$ cat src/rtl/lcrf_pkg.sv
// Package for the line counting receive FIFO: sizes, op codes and
// controller command type. No dependencies.
`timescale 1ns / 1ps

package lcrf_pkg;

   localparam int FIFO_DEPTH = 64;
   localparam int PTR_W      = $clog2(FIFO_DEPTH);
   localparam int CNT_W      = 7;

   localparam logic [PTR_W-1:0] PTR_LAST  = PTR_W'(FIFO_DEPTH - 1);
   localparam logic [CNT_W-1:0] CNT_FULL  = CNT_W'(FIFO_DEPTH);

   localparam logic [7:0] LINE_FEED = 8'h0A;

   localparam logic [1:0] OP_PUSH  = 2'd0;
   localparam logic [1:0] OP_POP   = 2'd1;
   localparam logic [1:0] OP_FLUSH = 2'd2;

   typedef struct packed {
      logic load;
      logic commit;
   } ctrl_cmd_type;

endpackage

$ cat src/rtl/lcrf_req_if.sv
// Request channel: op and received byte with valid/ready handshake.
// Depends on nothing.
`timescale 1ns / 1ps

interface lcrf_req_if;
   logic       valid;
   logic       ready;
   logic [1:0] op;
   logic [7:0] rx_byte;

   modport source (output valid, output op, output rx_byte, input ready);
   modport sink   (input valid, input op, input rx_byte, output ready);
endinterface

$ cat src/rtl/lcrf_rsp_if.sv
// Response channel: popped byte and FIFO status with valid/ready handshake.
// Depends on nothing.
`timescale 1ns / 1ps

interface lcrf_rsp_if;
   logic       valid;
   logic       ready;
   logic [7:0] read_byte;
   logic       was_empty;
   logic [6:0] fill_level;
   logic [6:0] lines_held;
   logic       overflowed;

   modport source (output valid, output read_byte, output was_empty,
                   output fill_level, output lines_held, output overflowed,
                   input ready);
   modport sink   (input valid, input read_byte, input was_empty,
                   input fill_level, input lines_held, input overflowed,
                   output ready);
endinterface

$ cat src/rtl/lcrf_ctrl.sv
// Controller for the line counting receive FIFO: transaction sequencing
// and response valid. Depends on lcrf_pkg.
`timescale 1ns / 1ps

module lcrf_ctrl (
   input  logic                  clock,
   input  logic                  reset,
   input  logic                  req_valid,
   output logic                  req_ready,
   output logic                  rsp_valid,
   input  logic                  rsp_ready,
   output lcrf_pkg::ctrl_cmd_type cmd
);

   localparam logic S_IDLE = 1'b0;
   localparam logic S_EXEC = 1'b1;

   logic state_ff, state_in;
   logic rsp_valid_ff, rsp_valid_in;
   logic commit;

   assign req_ready  = (state_ff == S_IDLE);
   assign commit     = (state_ff == S_EXEC) && (!rsp_valid_ff || rsp_ready);
   assign cmd.load   = req_valid && req_ready;
   assign cmd.commit = commit;
   assign rsp_valid  = rsp_valid_ff;

   always_comb begin
      state_in = state_ff;
      case (state_ff)
         S_IDLE: begin
            if (req_valid) state_in = S_EXEC;
         end
         S_EXEC: begin
            if (commit) state_in = S_IDLE;
         end
         default: state_in = S_IDLE;
      endcase
   end

   always_comb begin
      if (commit) begin
         rsp_valid_in = 1'b1;
      end else if (rsp_ready) begin
         rsp_valid_in = 1'b0;
      end else begin
         rsp_valid_in = rsp_valid_ff;
      end
   end

   always_ff @(posedge clock) begin
      if (reset) begin
         state_ff     <= S_IDLE;
         rsp_valid_ff <= 1'b0;
      end else begin
         state_ff     <= state_in;
         rsp_valid_ff <= rsp_valid_in;
      end
   end

endmodule

$ cat src/rtl/lcrf_datapath.sv
// Datapath for the line counting receive FIFO: byte memory, pointers,
// counters, overflow flag and response register. Depends on lcrf_pkg.
`timescale 1ns / 1ps

module lcrf_datapath (
   input  logic                        clock,
   input  logic                        reset,
   input  lcrf_pkg::ctrl_cmd_type      cmd,
   input  logic [1:0]                  req_op,
   input  logic [7:0]                  req_rx_byte,
   output logic [7:0]                  rsp_read_byte,
   output logic                        rsp_was_empty,
   output logic [lcrf_pkg::CNT_W-1:0]  rsp_fill_level,
   output logic [lcrf_pkg::CNT_W-1:0]  rsp_lines_held,
   output logic                        rsp_overflowed
);

   logic [7:0] mem [lcrf_pkg::FIFO_DEPTH];

   logic [1:0]                 op_ff;
   logic [7:0]                 byte_ff;
   logic [7:0]                 head_ff;
   logic [lcrf_pkg::PTR_W-1:0] rd_ptr_ff, rd_ptr_in;
   logic [lcrf_pkg::PTR_W-1:0] wr_ptr_ff, wr_ptr_in;
   logic [lcrf_pkg::CNT_W-1:0] held_ff, held_in;
   logic [lcrf_pkg::CNT_W-1:0] lines_ff, lines_in;
   logic                       ovf_ff, ovf_in;
   logic                       mem_we;
   logic [7:0]                 rd_byte_in;
   logic                       empty_in;

   logic [7:0]                 out_byte_ff;
   logic                       out_empty_ff;

   always_comb begin
      rd_ptr_in  = rd_ptr_ff;
      wr_ptr_in  = wr_ptr_ff;
      held_in    = held_ff;
      lines_in   = lines_ff;
      ovf_in     = ovf_ff;
      mem_we     = 1'b0;
      rd_byte_in = 8'd0;
      empty_in   = 1'b0;
      case (op_ff)
         lcrf_pkg::OP_PUSH: begin
            if (held_ff != lcrf_pkg::CNT_FULL) begin
               mem_we    = 1'b1;
               wr_ptr_in = (wr_ptr_ff == lcrf_pkg::PTR_LAST) ? '0 : wr_ptr_ff + 1'b1;
               held_in   = held_ff + 1'b1;
               if (byte_ff == lcrf_pkg::LINE_FEED) lines_in = lines_ff + 1'b1;
               ovf_in    = 1'b0;
            end else begin
               ovf_in = 1'b1;
            end
         end
         lcrf_pkg::OP_POP: begin
            if (held_ff != '0) begin
               rd_byte_in = head_ff;
               rd_ptr_in  = (rd_ptr_ff == lcrf_pkg::PTR_LAST) ? '0 : rd_ptr_ff + 1'b1;
               held_in    = held_ff - 1'b1;
               if (head_ff == lcrf_pkg::LINE_FEED && lines_ff != '0) begin
                  lines_in = lines_ff - 1'b1;
               end
            end else begin
               empty_in = 1'b1;
            end
         end
         lcrf_pkg::OP_FLUSH: begin
            rd_ptr_in = '0;
            wr_ptr_in = '0;
            held_in   = '0;
            lines_in  = '0;
            ovf_in    = 1'b0;
         end
         default: ;
      endcase
   end

   // head byte is fetched at accept; read pointer only moves on commit
   always_ff @(posedge clock) begin
      if (cmd.load) begin
         op_ff   <= req_op;
         byte_ff <= req_rx_byte;
         head_ff <= mem[rd_ptr_ff];
      end
      if (cmd.commit && mem_we) begin
         mem[wr_ptr_ff] <= byte_ff;
      end
      if (cmd.commit) begin
         out_byte_ff  <= rd_byte_in;
         out_empty_ff <= empty_in;
      end
   end

   always_ff @(posedge clock) begin
      if (reset) begin
         rd_ptr_ff <= '0;
         wr_ptr_ff <= '0;
         held_ff   <= '0;
         lines_ff  <= '0;
         ovf_ff    <= 1'b0;
      end else if (cmd.commit) begin
         rd_ptr_ff <= rd_ptr_in;
         wr_ptr_ff <= wr_ptr_in;
         held_ff   <= held_in;
         lines_ff  <= lines_in;
         ovf_ff    <= ovf_in;
      end
   end

   // counters and flag only change on commit, so they double as response fields
   assign rsp_read_byte  = out_byte_ff;
   assign rsp_was_empty  = out_empty_ff;
   assign rsp_fill_level = held_ff;
   assign rsp_lines_held = lines_ff;
   assign rsp_overflowed = ovf_ff;

endmodule

$ cat src/rtl/line_counting_receive_fifo_unit.sv
// Line counting receive FIFO, 64 bytes: push, pop and flush transactions.
// Sequence: a request is latched on accept and committed in the exec state
// once the previous response has been taken; no new request is accepted
// until commit; the head byte is read from the registered memory port.
// Reset: synchronous; pointers, counts and overflow flag clear, memory is not.
`timescale 1ns / 1ps

module line_counting_receive_fifo_unit (
   input  logic         clock,
   input  logic         reset,
   lcrf_req_if.sink     req_ch,
   lcrf_rsp_if.source   rsp_ch
);

   lcrf_pkg::ctrl_cmd_type cmd;

   lcrf_ctrl u_ctrl (
      .clock     (clock),
      .reset     (reset),
      .req_valid (req_ch.valid),
      .req_ready (req_ch.ready),
      .rsp_valid (rsp_ch.valid),
      .rsp_ready (rsp_ch.ready),
      .cmd       (cmd)
   );

   lcrf_datapath u_datapath (
      .clock          (clock),
      .reset          (reset),
      .cmd            (cmd),
      .req_op         (req_ch.op),
      .req_rx_byte    (req_ch.rx_byte),
      .rsp_read_byte  (rsp_ch.read_byte),
      .rsp_was_empty  (rsp_ch.was_empty),
      .rsp_fill_level (rsp_ch.fill_level),
      .rsp_lines_held (rsp_ch.lines_held),
      .rsp_overflowed (rsp_ch.overflowed)
   );

endmodule

$ cat src/flat_wrapper.sv
// flat-port wrapper written by rule: the top's interface ports become plain ports
module line_counting_receive_fifo_unit_flat 
  (clock, reset, req_ch_valid, req_ch_op, req_ch_rx_byte, req_ch_ready, rsp_ch_valid, rsp_ch_read_byte, rsp_ch_was_empty, rsp_ch_fill_level, rsp_ch_lines_held, rsp_ch_overflowed, rsp_ch_ready);
  lcrf_req_if req_ch_i ();
  lcrf_rsp_if rsp_ch_i ();
  input  logic clock;
  input  logic reset;
  input wire logic [$bits(req_ch_i.valid)-1:0] req_ch_valid;
  input wire logic [$bits(req_ch_i.op)-1:0] req_ch_op;
  input wire logic [$bits(req_ch_i.rx_byte)-1:0] req_ch_rx_byte;
  output wire logic [$bits(req_ch_i.ready)-1:0] req_ch_ready;
  output wire logic [$bits(rsp_ch_i.valid)-1:0] rsp_ch_valid;
  output wire logic [$bits(rsp_ch_i.read_byte)-1:0] rsp_ch_read_byte;
  output wire logic [$bits(rsp_ch_i.was_empty)-1:0] rsp_ch_was_empty;
  output wire logic [$bits(rsp_ch_i.fill_level)-1:0] rsp_ch_fill_level;
  output wire logic [$bits(rsp_ch_i.lines_held)-1:0] rsp_ch_lines_held;
  output wire logic [$bits(rsp_ch_i.overflowed)-1:0] rsp_ch_overflowed;
  input wire logic [$bits(rsp_ch_i.ready)-1:0] rsp_ch_ready;
  assign req_ch_i.valid = req_ch_valid;
  assign req_ch_i.op = req_ch_op;
  assign req_ch_i.rx_byte = req_ch_rx_byte;
  assign req_ch_ready = req_ch_i.ready;
  assign rsp_ch_valid = rsp_ch_i.valid;
  assign rsp_ch_read_byte = rsp_ch_i.read_byte;
  assign rsp_ch_was_empty = rsp_ch_i.was_empty;
  assign rsp_ch_fill_level = rsp_ch_i.fill_level;
  assign rsp_ch_lines_held = rsp_ch_i.lines_held;
  assign rsp_ch_overflowed = rsp_ch_i.overflowed;
  assign rsp_ch_i.ready = rsp_ch_ready;
  line_counting_receive_fifo_unit u_core (.clock(clock), .reset(reset), .req_ch(req_ch_i), .rsp_ch(rsp_ch_i));
endmodule
$ cat config.mk
export PLATFORM = sky130hd
export DESIGN_NAME = line_counting_receive_fifo_unit_flat
export DESIGN_NICKNAME = d
export VERILOG_FILES = /design/src/rtl/lcrf_pkg.sv /design/src/rtl/lcrf_req_if.sv /design/src/rtl/lcrf_rsp_if.sv /design/src/rtl/lcrf_ctrl.sv /design/src/rtl/lcrf_datapath.sv /design/src/rtl/line_counting_receive_fifo_unit.sv /design/src/flat_wrapper.sv
export SDC_FILE = /design/constraint.sdc
export NUM_CORES = 1
export LEC_CHECK = 0
export BUFFER_PORTS_ARGS = -buffer_cell sky130_fd_sc_hd__clkbuf_2
export CAP_MARGIN = 20
export CORE_MARGIN = 2
export CORE_UTILIZATION = 25
export DETAILED_ROUTE_END_ITERATION = 10
export GPL_TIMING_DRIVEN = 0
export PLACE_DENSITY = 0.39
export SYNTH_ARGS = -nofsm -noshare
export SYNTH_HDL_FRONTEND = slang
export SYNTH_HIERARCHICAL = 1
export SYNTH_SLANG_ARGS = --single-unit
$ cat constraint.sdc
create_clock -name clock -period 7.4 [get_ports clock]
set_clock_uncertainty 0.2 [all_clocks]
set_input_delay 0.37 -clock clock [delete_from_list [all_inputs] [get_ports clock]]
set_output_delay 0.37 -clock clock [all_outputs]
set_load 0.01 [all_outputs]
==> key figures, run 1 <==
Run status
  • Status: finished, final reports clean

Critical path
  • Critical path class: in -> reg
  • Crit-path max cell delay: 1070 ps
  • Startpoint types: input pin
  • Crit. Startpoint: rsp_ch_ready
  • Origin of the critical flop-to-flop path: u_core/u_ctrl/rsp_valid
  • CP required: 7400 ps
  • Crit-path max FO: 17
  • Critical path cell sequence: dlygate4sd3_1 -> clkbuf_2 -> nand2b_1 -> and2_2 -> buf_4 -> nand2b_1 -> a211oi_2 -> nor2b_1 -> nand3b_1 -> nor2_1
  • Arrival time at the worst endpoint: 4430 ps
  • Critical-path top delay cell: nor2_1
  • Worst setup EP type: flop
  • Critical path's most frequent cell: nand2b_1

Synth
  • Number of distinct library cells after synthesis: 78
  • Cells after Synth: 1,172
  • Synthesized flop and latch total: 568
  • Most common flop cell mapped by yosys: edfxtp_1
  • Synth warnings: 6
  • Post-Syn Nets: 1,192
  • Fraction of registers with async set/reset: 0%
  • Post-synth EDFFs: 539
  • Most frequent cell after synthesis: edfxtp_1
  • Synthesized cell area: 22,600 um2
  • Post-synth top cells: edfxtp_1, mux4_2, nor2_1, nand2_1, dfxtp_1
  • Top cell type's share of synthesized area: 71.6%
  • Mean Syn Cell Area: 19.3 um2
  • Area contributors post-synth: edfxtp_1, mux4_2, dfxtp_1, nor2_1, mux2i_1
  • Synth area leader: edfxtp_1
  • Seq/Total Area, Yosys: 74.1%

Clock network
  • H-tree depth: 3
  • Max clock buf depth: 3
  • CTS root buf: clkbuf_16
  • Clock transition at path regs: 60 ps
  • Num CTS Buffers: 67
  • Clk_lat worst skew: 600 ps
  • CTS tree: built
  • CTS Sinks: 568
  • Setup Buffers After CTS: 0

STA
  • Setup WS post-layout: 2970 ps
  • Worst Max-Slew Pin Slew: 1140 ps
  • RSZ-0062 raised after global routing: false
  • Fmax: 0.226 GHz
  • Hold Fails Final Rpt: 0
  • Minimum clock period after layout: 4430 ps
  • Period utilization: 59.8%
  • Setup violators final: 0
  • Max-slew headroom: 24.1%
  • Final Max Slew Viols: 0
  • Setup TNS Final: 0 ps

Floorplan
  • Die height: 305 um
  • Die Area: 92,900 um2
  • Die span in x: 305 um
  • Site Rows: 110
  • IO Pins: 40
  • Starting density of the core: 25.2%
  • CORE AREA: 89,900 um2

Final layout
  • Non-filler cells, final: 2,540
  • Nets@finish: 1,338
  • Fillers: 8,774
  • Area delta synth->final: 19.7%
  • Diode count: 0
  • Share of cells above drive strength 1: 23.9%

Pwr
  • Maximum VDD drop: 0.123 mV
  • Power per cell area: 257 nW/um2
  • Tot Pwr: 6.95 mW
  • Leakage power: 8.28 nW

GRT
  • Antenna violations before repair: 0
  • Vias in the first global route: 12,299
  • GRT overflow: 0
  • First-pass GRT wire length: 97.1 mm
  • Pin count of the biggest net entering global routing: 33
  • Total track usage: 14.8%

Detailed routing
  • Drt first pass iters: 5
  • Vias after detailed routing: 12,126
  • Detailed router's first-iteration violation count: 1,378
  • Drt drc: 0
  • Antenna-violating nets left: 0
  • DR WL/cell: 27.1 um
  • Routed WL: 68.9 mm
  • Vias/cell: 4.77

Placement
  • GPL Wtd Cong: 0.814
  • Pre-CTS setup slack: 3000 ps
  • IO Port Bufs: 39
  • Post-DP HPWL: 46.6 mm
  • Placed insts: 2,411

Job
  • Maxcap violations: 0

Worst hold path
  • Min-delay src: req_ch_valid
  • HP Class: in -> reg
[final cells by class]
type	count	area (um2)	area share, %
Multi-Input combinational cell	528	5470	20.2
Buffer	67	354	1.31
Sequential cell	568	16800	61.9
Clock buffer	86	1840	6.81
Inverter	9	33.8	0.125
Clock inverter	29	235	0.869
Tap cell	1176	1470	5.43
Timing Repair Buffer	77	905	3.34
[stage by stage]
| stage | hold WS [ps] | instance area (um2) | util [%] |
|---|---|---|---|
| 2_1_floorplan | 239 | 22600 | - |
| 3_3_place_gp | 274 | 24300 | 27.0 |
| 3_5_place_dp | 278 | 24900 | 27.7 |
| 4_1_cts | 229 | 27100 | 30.1 |
| 5_1_grt | 267 | 27100 | 30.1 |
| 6_report | 254 | 27100 | 30.1 |
[layer usage]
metal | track usage, % | vias to the layer above | share of wire [%]
met5 | 0 | - | 0
met4 | 3.74 | 0 | 2.3
met3 | 2.73 | 101 | 5.5
met2 | 23.7 | 409 | 47
met1 | 20.8 | 6491 | 45
li1 | - | 5125 | -
[path summary, 6_finish.rpt]
check / slack [ps] / depth (start not counted) / endpoint
worst max register to register: 3100 / 8 / u_core/u_datapath/mem[9][4]
worst min register to register: 280 / 2 / u_core/u_datapath/rsp_overflowed
worst max-delay path: 2970 / 10 / u_core/u_datapath/mem[9][4]
worst min-delay path: 250 / 2 / u_core/u_datapath/head_ff[3]
[cell families after synthesis]
family	synth area share, %
AOI/OAI and AO/OA	3.82
xor gates and xnor gates	0.426
adders and majority gates	0.332
buffers and inverters	1.71
DFF	74.1
muxes	14.4
and+or+nand+nor	5.19
[cells in the final DEF, fill, tap and decap left out, drive strengths merged, types with 6 or more instances in the layout]
cell type and instances:
nor3 18, clkinv 23, dlygate4sd3 14, nand4 8, and2 12, clkbuf 152, o21ai 16, buf 64
nand3b 6, nand2b 9, nand2 30, dfxtp 29, o22ai 9, nor2 91, a22oi 16, a31oi 7
edfxtp 539, ha 6, inv 10, a21oi 26, nand3 15, xor2 6, nor2b 6, mux2i 24
mux4 132
[registers in the layout, indices dropped and copies added (netlist names), 2 cells and up]
register and flops:
u_core/u_datapath/byte_ff 8, u_core/u_datapath/head_ff 8, u_core/u_datapath/rsp_read_byte 8, u_core/u_datapath/op_ff 2, u_core/u_datapath/rd_ptr_ff 6, u_core/u_datapath/rsp_lines_held 7
u_core/u_datapath/rsp_fill_level 7, u_core/u_datapath/mem 512, u_core/u_datapath/wr_ptr_ff 6
[repair_timing]
item | in CTS | in global routing
endpoints found under the hold margin | 12 | 0
resized for setup | 0 | 0
endpoints found under the setup margin | 0 | 0
hold buffers | 14 | 0
[where the power goes]
part	total [mW]	internal [mW]	switching, mW	leakage (nW)
sequential	3.56	3.53	0.0244	5.09
combinational	0.224	0.0916	0.133	2.17
clock	3.16	1.89	1.28	1.02
[critical path: cells and delay by family]
kind                   cells  cell delay, ps
AO/OA/AOI/OAI              1             690
buffers and inverters      3             860
AND/OR/NAND/NOR            6            2480
Note: power is estimated with default switching activity, not from simulation.
==> inputs of run 2 (changes only) <==
PLACE_DENSITY = 0.4   (was 0.39)
clock period = 3.7 ns   (was 7.4 ns; I/O delays follow)
==> key figures, run 2 (synthesis results as in run 1) <==
Run status
  • Status: finished, final reports clean

Critical path
  • Crit-path max FO: 10
  • Worst setup EP type: flop
  • CP required: 3820 ps
  • WP buf/inv: 4
  • Critical path cell sequence: clkbuf_1 -> clkbuf_2 -> buf_1 -> buf_8 -> mux2i_1 -> nor2_1 -> nor3b_1
  • Critical-path top delay cell: clkbuf_1
  • Startpoint types: flop
  • Crit-path max cell delay: 540 ps
  • Critical path class: reg -> reg
  • Arrival time at the worst endpoint: 3770 ps
  • CP top delay family: buffers and inverters

GRT
  • Vias in the first global route: 12,346
  • Total track usage: 14.8%
  • First-pass GRT wire length: 97.1 mm
  • Pin count of the biggest net entering global routing: 32
  • GRT overflow: 0
  • Antenna violations before repair: 3

Final layout
  • Design area: 27,400 um2
  • Leading cell types in the layout, fill and taps excluded: edfxtp_1, mux4_2, clkbuf_16
  • Max reg flops: 512
  • Biggest register: u_core/u_datapath/mem
  • Non-filler cells, final: 2,551
  • Commonest non-fill, non-tap cell in the layout: edfxtp_1
  • Share of cells above drive strength 1: 29.4%
  • Nets@finish: 1,345
  • Area delta synth->final: 21.1%
  • Diode count: 0

STA
  • Final Max Slew Viols: 0
  • Setup violators final: 0
  • RSZ-0062 raised after global routing: true
  • Worst Max-Slew Pin Slew: 1120 ps
  • Fmax: 0.274 GHz
  • Period utilization: 98.7%
  • Minimum clock period after layout: 3650 ps
  • Hold Fails Final Rpt: 0
  • Max-slew headroom: 25.1%

Placement
  • Placed insts: 2,412
  • IO Port Bufs: 39
  • Post-DP HPWL: 46.5 mm
  • Placed inst area: 24,900 um2
  • GPL Wtd Cong: 0.804

Detailed routing
  • DR WL/cell: 26.8 um
  • Vias/cell: 4.78
  • Routed WL: 68.3 mm
  • Vias after detailed routing: 12,189
  • Drt drc: 0
  • Drt first pass iters: 5
  • Detailed router's first-iteration violation count: 1,124
  • Antenna-violating nets left: 0

Floorplan
  • CORE AREA: 89,900 um2
  • Site Rows: 110
  • IO Pins: 40
  • Starting density of the core: 25.2%
  • Die Area: 92,900 um2
  • Die span in x: 305 um
  • Die height: 305 um

Pwr
  • Clock power frac: 44.6%
  • Power per cell area: 499 nW/um2
  • Cell Int Power: 10.7 mW
  • Sw Ratio: 21.3%
  • Comb pwr share: 3.3%
  • Psw: 2.92 mW
  • Maximum VDD drop: 0.275 mV
  • Leakage power: 8.29 nW
  • Sequential share of power: 52.1%

Clock network
  • CTS root buf: clkbuf_16
  • H-tree depth: 3
  • Clk_lat worst skew: 610 ps
  • Max clock buf depth: 3
  • CTS tree: built
  • Clock transition at path regs: 60 ps
  • Num CTS Buffers: 66
  • CTS Sinks: 568

Worst hold path
  • HP Class: in -> reg

Job
  • Maxcap violations: 0
-- run 2: routing by layer --
layer  vias to the layer above  GRT usage, %  share of wire [%]
li1                       5153             -                  -
met1                      6543          20.9                 46
met2                       391          23.8                 47
met3                       100          2.34                4.8
met4                         2          3.71                2.3
met5                         -             0              0.019
-- run 2: power groups by stage --
| stage | logic, mW | clock network [mW] | registers [mW] |
|---|---|---|---|
| after floorplan | 0.187 | 0 | 7.27 |
| after global placement | 0.296 | 0 | 7.34 |
| after detailed placement | 0.442 | 0 | 7.25 |
| after CTS | 0.457 | 6.29 | 7.12 |
| after global routing | 0.490 | 6.52 | 7.12 |
| final | 0.453 | 6.09 | 7.12 |
-- run 2: path summary, 6_finish.rpt --
path / slack, ps / cells past startpoint / from / end
max: 50 / 7 / u_core/u_datapath/rd_ptr_ff[3] / u_core/u_datapath/head_ff[4]
max reg2reg: 50 / 7 / u_core/u_datapath/rd_ptr_ff[3] / u_core/u_datapath/head_ff[4]
min reg2reg: 290 / 2 / u_core/u_datapath/rsp_overflowed / u_core/u_datapath/rsp_overflowed
min: 70 / 2 / req_ch_valid / u_core/u_datapath/head_ff[5]
-- run 2: through the flow --
stage	TNS (ps)	hold slack (ps)	setup slack [ps]	total power [mW]	util, %
floorplan	0	54.1	833	7.46	-
global placement	-157570	166	-501	7.63	27.0
detailed placement	-176060	167	-503	7.69	27.7
CTS	-6830	50.2	-196	13.9	30.4
global route	-130	79.8	-13.6	14.1	30.5
finish	0	72.6	48.5	13.7	30.5
-- run 2: layout make-up --
type | count | area, um2
plain buffers | 62 | 344
flip-flops and latches | 568 | 16800
clock inverters | 31 | 216
repair buffers | 90 | 1010
clock buffers | 87 | 1790
well taps | 1176 | 1470
multi-input cells | 528 | 5760
fillers | 8724 | 62500
inverters | 9 | 33.8
-- run 2: repair_timing --
item                                   CTS  global route
endpoints found under the hold margin   14             0
buffers inserted                        11             0
gates resized for setup                 71            24
pin swaps                                2             0
setup endpoints to repair              490           122
hold buffers                            14             0
==> inputs of run 3 (changes only) <==
ABC_AREA = 1   (was default)
SKIP_CTS_REPAIR_TIMING = 1   (was default)
==> key figures, run 3 <==
Run status
  • Status: finished, final reports clean

Synth
  • Post-Syn Nets: 2,047
  • Cells after Synth: 2,027
  • Top cell type's share of synthesized area: 68.7%
  • Most frequent cell after synthesis: edfxtp_1
  • Number of distinct library cells after synthesis: 32
  • Synthesized cell area: 23,600 um2
  • Seq/Total Area, Yosys: 71.1%
  • Synth area leader: edfxtp_1
  • Mean Syn Cell Area: 11.6 um2
  • Synth warnings: 6
  • Synthesized flop and latch total: 568
  • Area contributors post-synth: edfxtp_1, nor2_1, o21ai_0, nand2_1, nand3_1
  • Fraction of registers with async set/reset: 0%
  • Post-synth top cells: edfxtp_1, nor2_1, nand2_1, o21ai_0, nand3_1
  • Most common flop cell mapped by yosys: edfxtp_1
  • Post-synth EDFFs: 539

STA
  • Setup TNS Final: 0 ps
  • Minimum clock period after layout: 3660 ps
  • Period utilization: 99.0%
  • Max-slew headroom: 20.7%
  • Final Max Slew Viols: 0
  • Setup WS post-layout: 35.8 ps
  • Hold_ws: 104 ps
  • Setup violators final: 0
  • RSZ-0062 raised after global routing: true
  • Hold Fails Final Rpt: 0
  • Fmax: 0.273 GHz
  • Worst Max-Slew Pin Slew: 1190 ps

Final layout
  • Max reg flops: 512
  • Fillers: 9,583
  • Leading cell types in the layout, fill and taps excluded: edfxtp_1, nor2_1, nand2_1
  • Design area: 28,300 um2
  • Nets@finish: 2,208
  • Fin util: 30.3%
  • Share of cells above drive strength 1: 12.8%
  • Area delta synth->final: 20.1%
  • Commonest non-fill, non-tap cell in the layout: edfxtp_1
  • Biggest register: u_core/u_datapath/mem
  • Non-filler cells, final: 3,486

Pwr
  • Leakage power: 9.58 nW
  • Tot Pwr: 14.1 mW
  • Maximum VDD drop: 0.248 mV
  • Sequential share of power: 50.6%
  • Comb pwr share: 6.0%
  • Clock power frac: 43.3%
  • Psw: 3.20 mW
  • Sw Ratio: 22.8%
  • Power per cell area: 497 nW/um2
  • Cell Int Power: 10.9 mW

Placement
  • IO Port Bufs: 39
  • GPL Wtd Cong: 0.894
  • Placed insts: 3,345
  • Placed inst area: 26,000 um2
  • Pre-CTS setup slack: -288 ps
  • Post-DP HPWL: 60.1 mm

Detailed routing
  • DR WL/cell: 24.6 um
  • Vias/cell: 4.75
  • Drt drc: 0
  • Antenna-violating nets left: 0
  • Vias after detailed routing: 16,565
  • Drt first pass iters: 5
  • Routed WL: 85.7 mm
  • Detailed router's first-iteration violation count: 1,547

Clock network
  • H-tree depth: 3
  • CTS root buf: clkbuf_16
  • Max clock buf depth: 3
  • CTS Sinks: 568
  • Clk_lat worst skew: 600 ps
  • Num CTS Buffers: 67
  • Clock transition at path regs: 60 ps
  • CTS tree: built

Floorplan
  • Die span in x: 311 um
  • Starting density of the core: 25.3%
  • Site Rows: 112
  • CORE AREA: 93,300 um2
  • IO Pins: 40
  • Die height: 311 um
  • Die Area: 96,700 um2

GRT
  • Vias in the first global route: 15,512
  • Total track usage: 17.4%
  • Pin count of the biggest net entering global routing: 26
  • GRT overflow: 0
  • Antenna violations before repair: 4
  • First-pass GRT wire length: 119 mm

Critical path
  • Origin of the critical flop-to-flop path: u_core/u_ctrl/state_ff
  • Startpoint types: flop
  • Critical path class: reg -> reg
  • R2R Setup Slk: 40 ps
  • Arrival time at the worst endpoint: 3680 ps
  • CP required: 3710 ps
  • Worst setup EP type: flop
  • Crit-path max FO: 11
  • Reg2reg end: u_core/u_datapath/mem[38][3]
  • Worst reg-to-reg path cell count: 9

Worst hold path
  • Min-delay src: req_ch_rx_byte[2]
  • HP Class: in -> reg
  • Worst hold endpoint: u_core/u_datapath/byte_ff[2]
  • Worst Hold Depth: 2

Job
  • Maxcap violations: 0
## run 3: cell types whose count changed after synthesis, sizes merged, moves of 24 or more
cell / before / now
o21ai: 16 / 259
mux4: 132 / 0
o211ai: 2 / 65
buf: 40 / 65
inv: 9 / 84
nand3: 15 / 153
nor2: 91 / 428
mux2i: 24 / 0
nand2: 30 / 245
## run 3: power by group through the flow
stage	sequential [mW]	clock [mW]	combinational, mW
after CTS	7.13	6.25	0.833
after detailed placement	7.26	0	0.832
after floorplan	7.29	0	0.339
after global routing	7.13	6.50	0.909
final	7.13	6.10	0.850
after global placement	7.38	0	0.631
## run 3: metal layers
metal	vias to the layer above	GRT usage [%]	routed length [um]
met3	118	3.13	5580
met4	0	5.06	2400
met1	8311	24.2	38300
met5	-	0	0
met2	603	27.6	39400
li1	7533	-	-
## run 3: cells by family after synthesis
group | after synthesis | share of synthesized area (%)
AND/OR/NAND/NOR | 848 | 14.7
flip-flops | 568 | 71.1
AO/OA/AOI/OAI | 399 | 9.41
buffers and inverters | 199 | 4.13
XOR/XNOR | 7 | 0.260
adder cells (fa/ha/maj) | 6 | 0.319
## run 3: layout make-up
type,instances,area [um2],area share [%]
sequential,568,16800,59.3
timing repair buffer,92,1080,3.82
multi-input combinational,1260,5930,21.0
inverter,87,327,1.15
tap,1254,1570,5.55
buffer,112,646,2.28
clock inverter,23,125,0.442
clock buffer,89,1840,6.52
antenna,1,2.50,0.00884
## run 3: worst max-delay path by stage
stage                      startpoint                            to  slack (ps)
2_1_floorplan  u_core/u_ctrl/state_ff   u_core/u_datapath/mem[0][0]        1220
3_3_place_gp   u_core/u_ctrl/state_ff  u_core/u_datapath/mem[44][2]        -370
3_5_place_dp   u_core/u_ctrl/state_ff  u_core/u_datapath/mem[24][1]        -290
4_1_cts        u_core/u_ctrl/state_ff  u_core/u_datapath/mem[24][1]        -330
5_1_grt        u_core/u_ctrl/state_ff  u_core/u_datapath/mem[38][3]        -170
6_report       u_core/u_ctrl/state_ff  u_core/u_datapath/mem[38][3]          40
## run 3: critical path, cell delays in order, from the launching register on
cell	delay, ps
dfxtp_1	380
inv_2	70
a21oi_2	130
buf_4	230
inv_1	120
nor2_1	120
o21ai_1	120
nor2_2	320
nand3_1	640
nor2_1	920
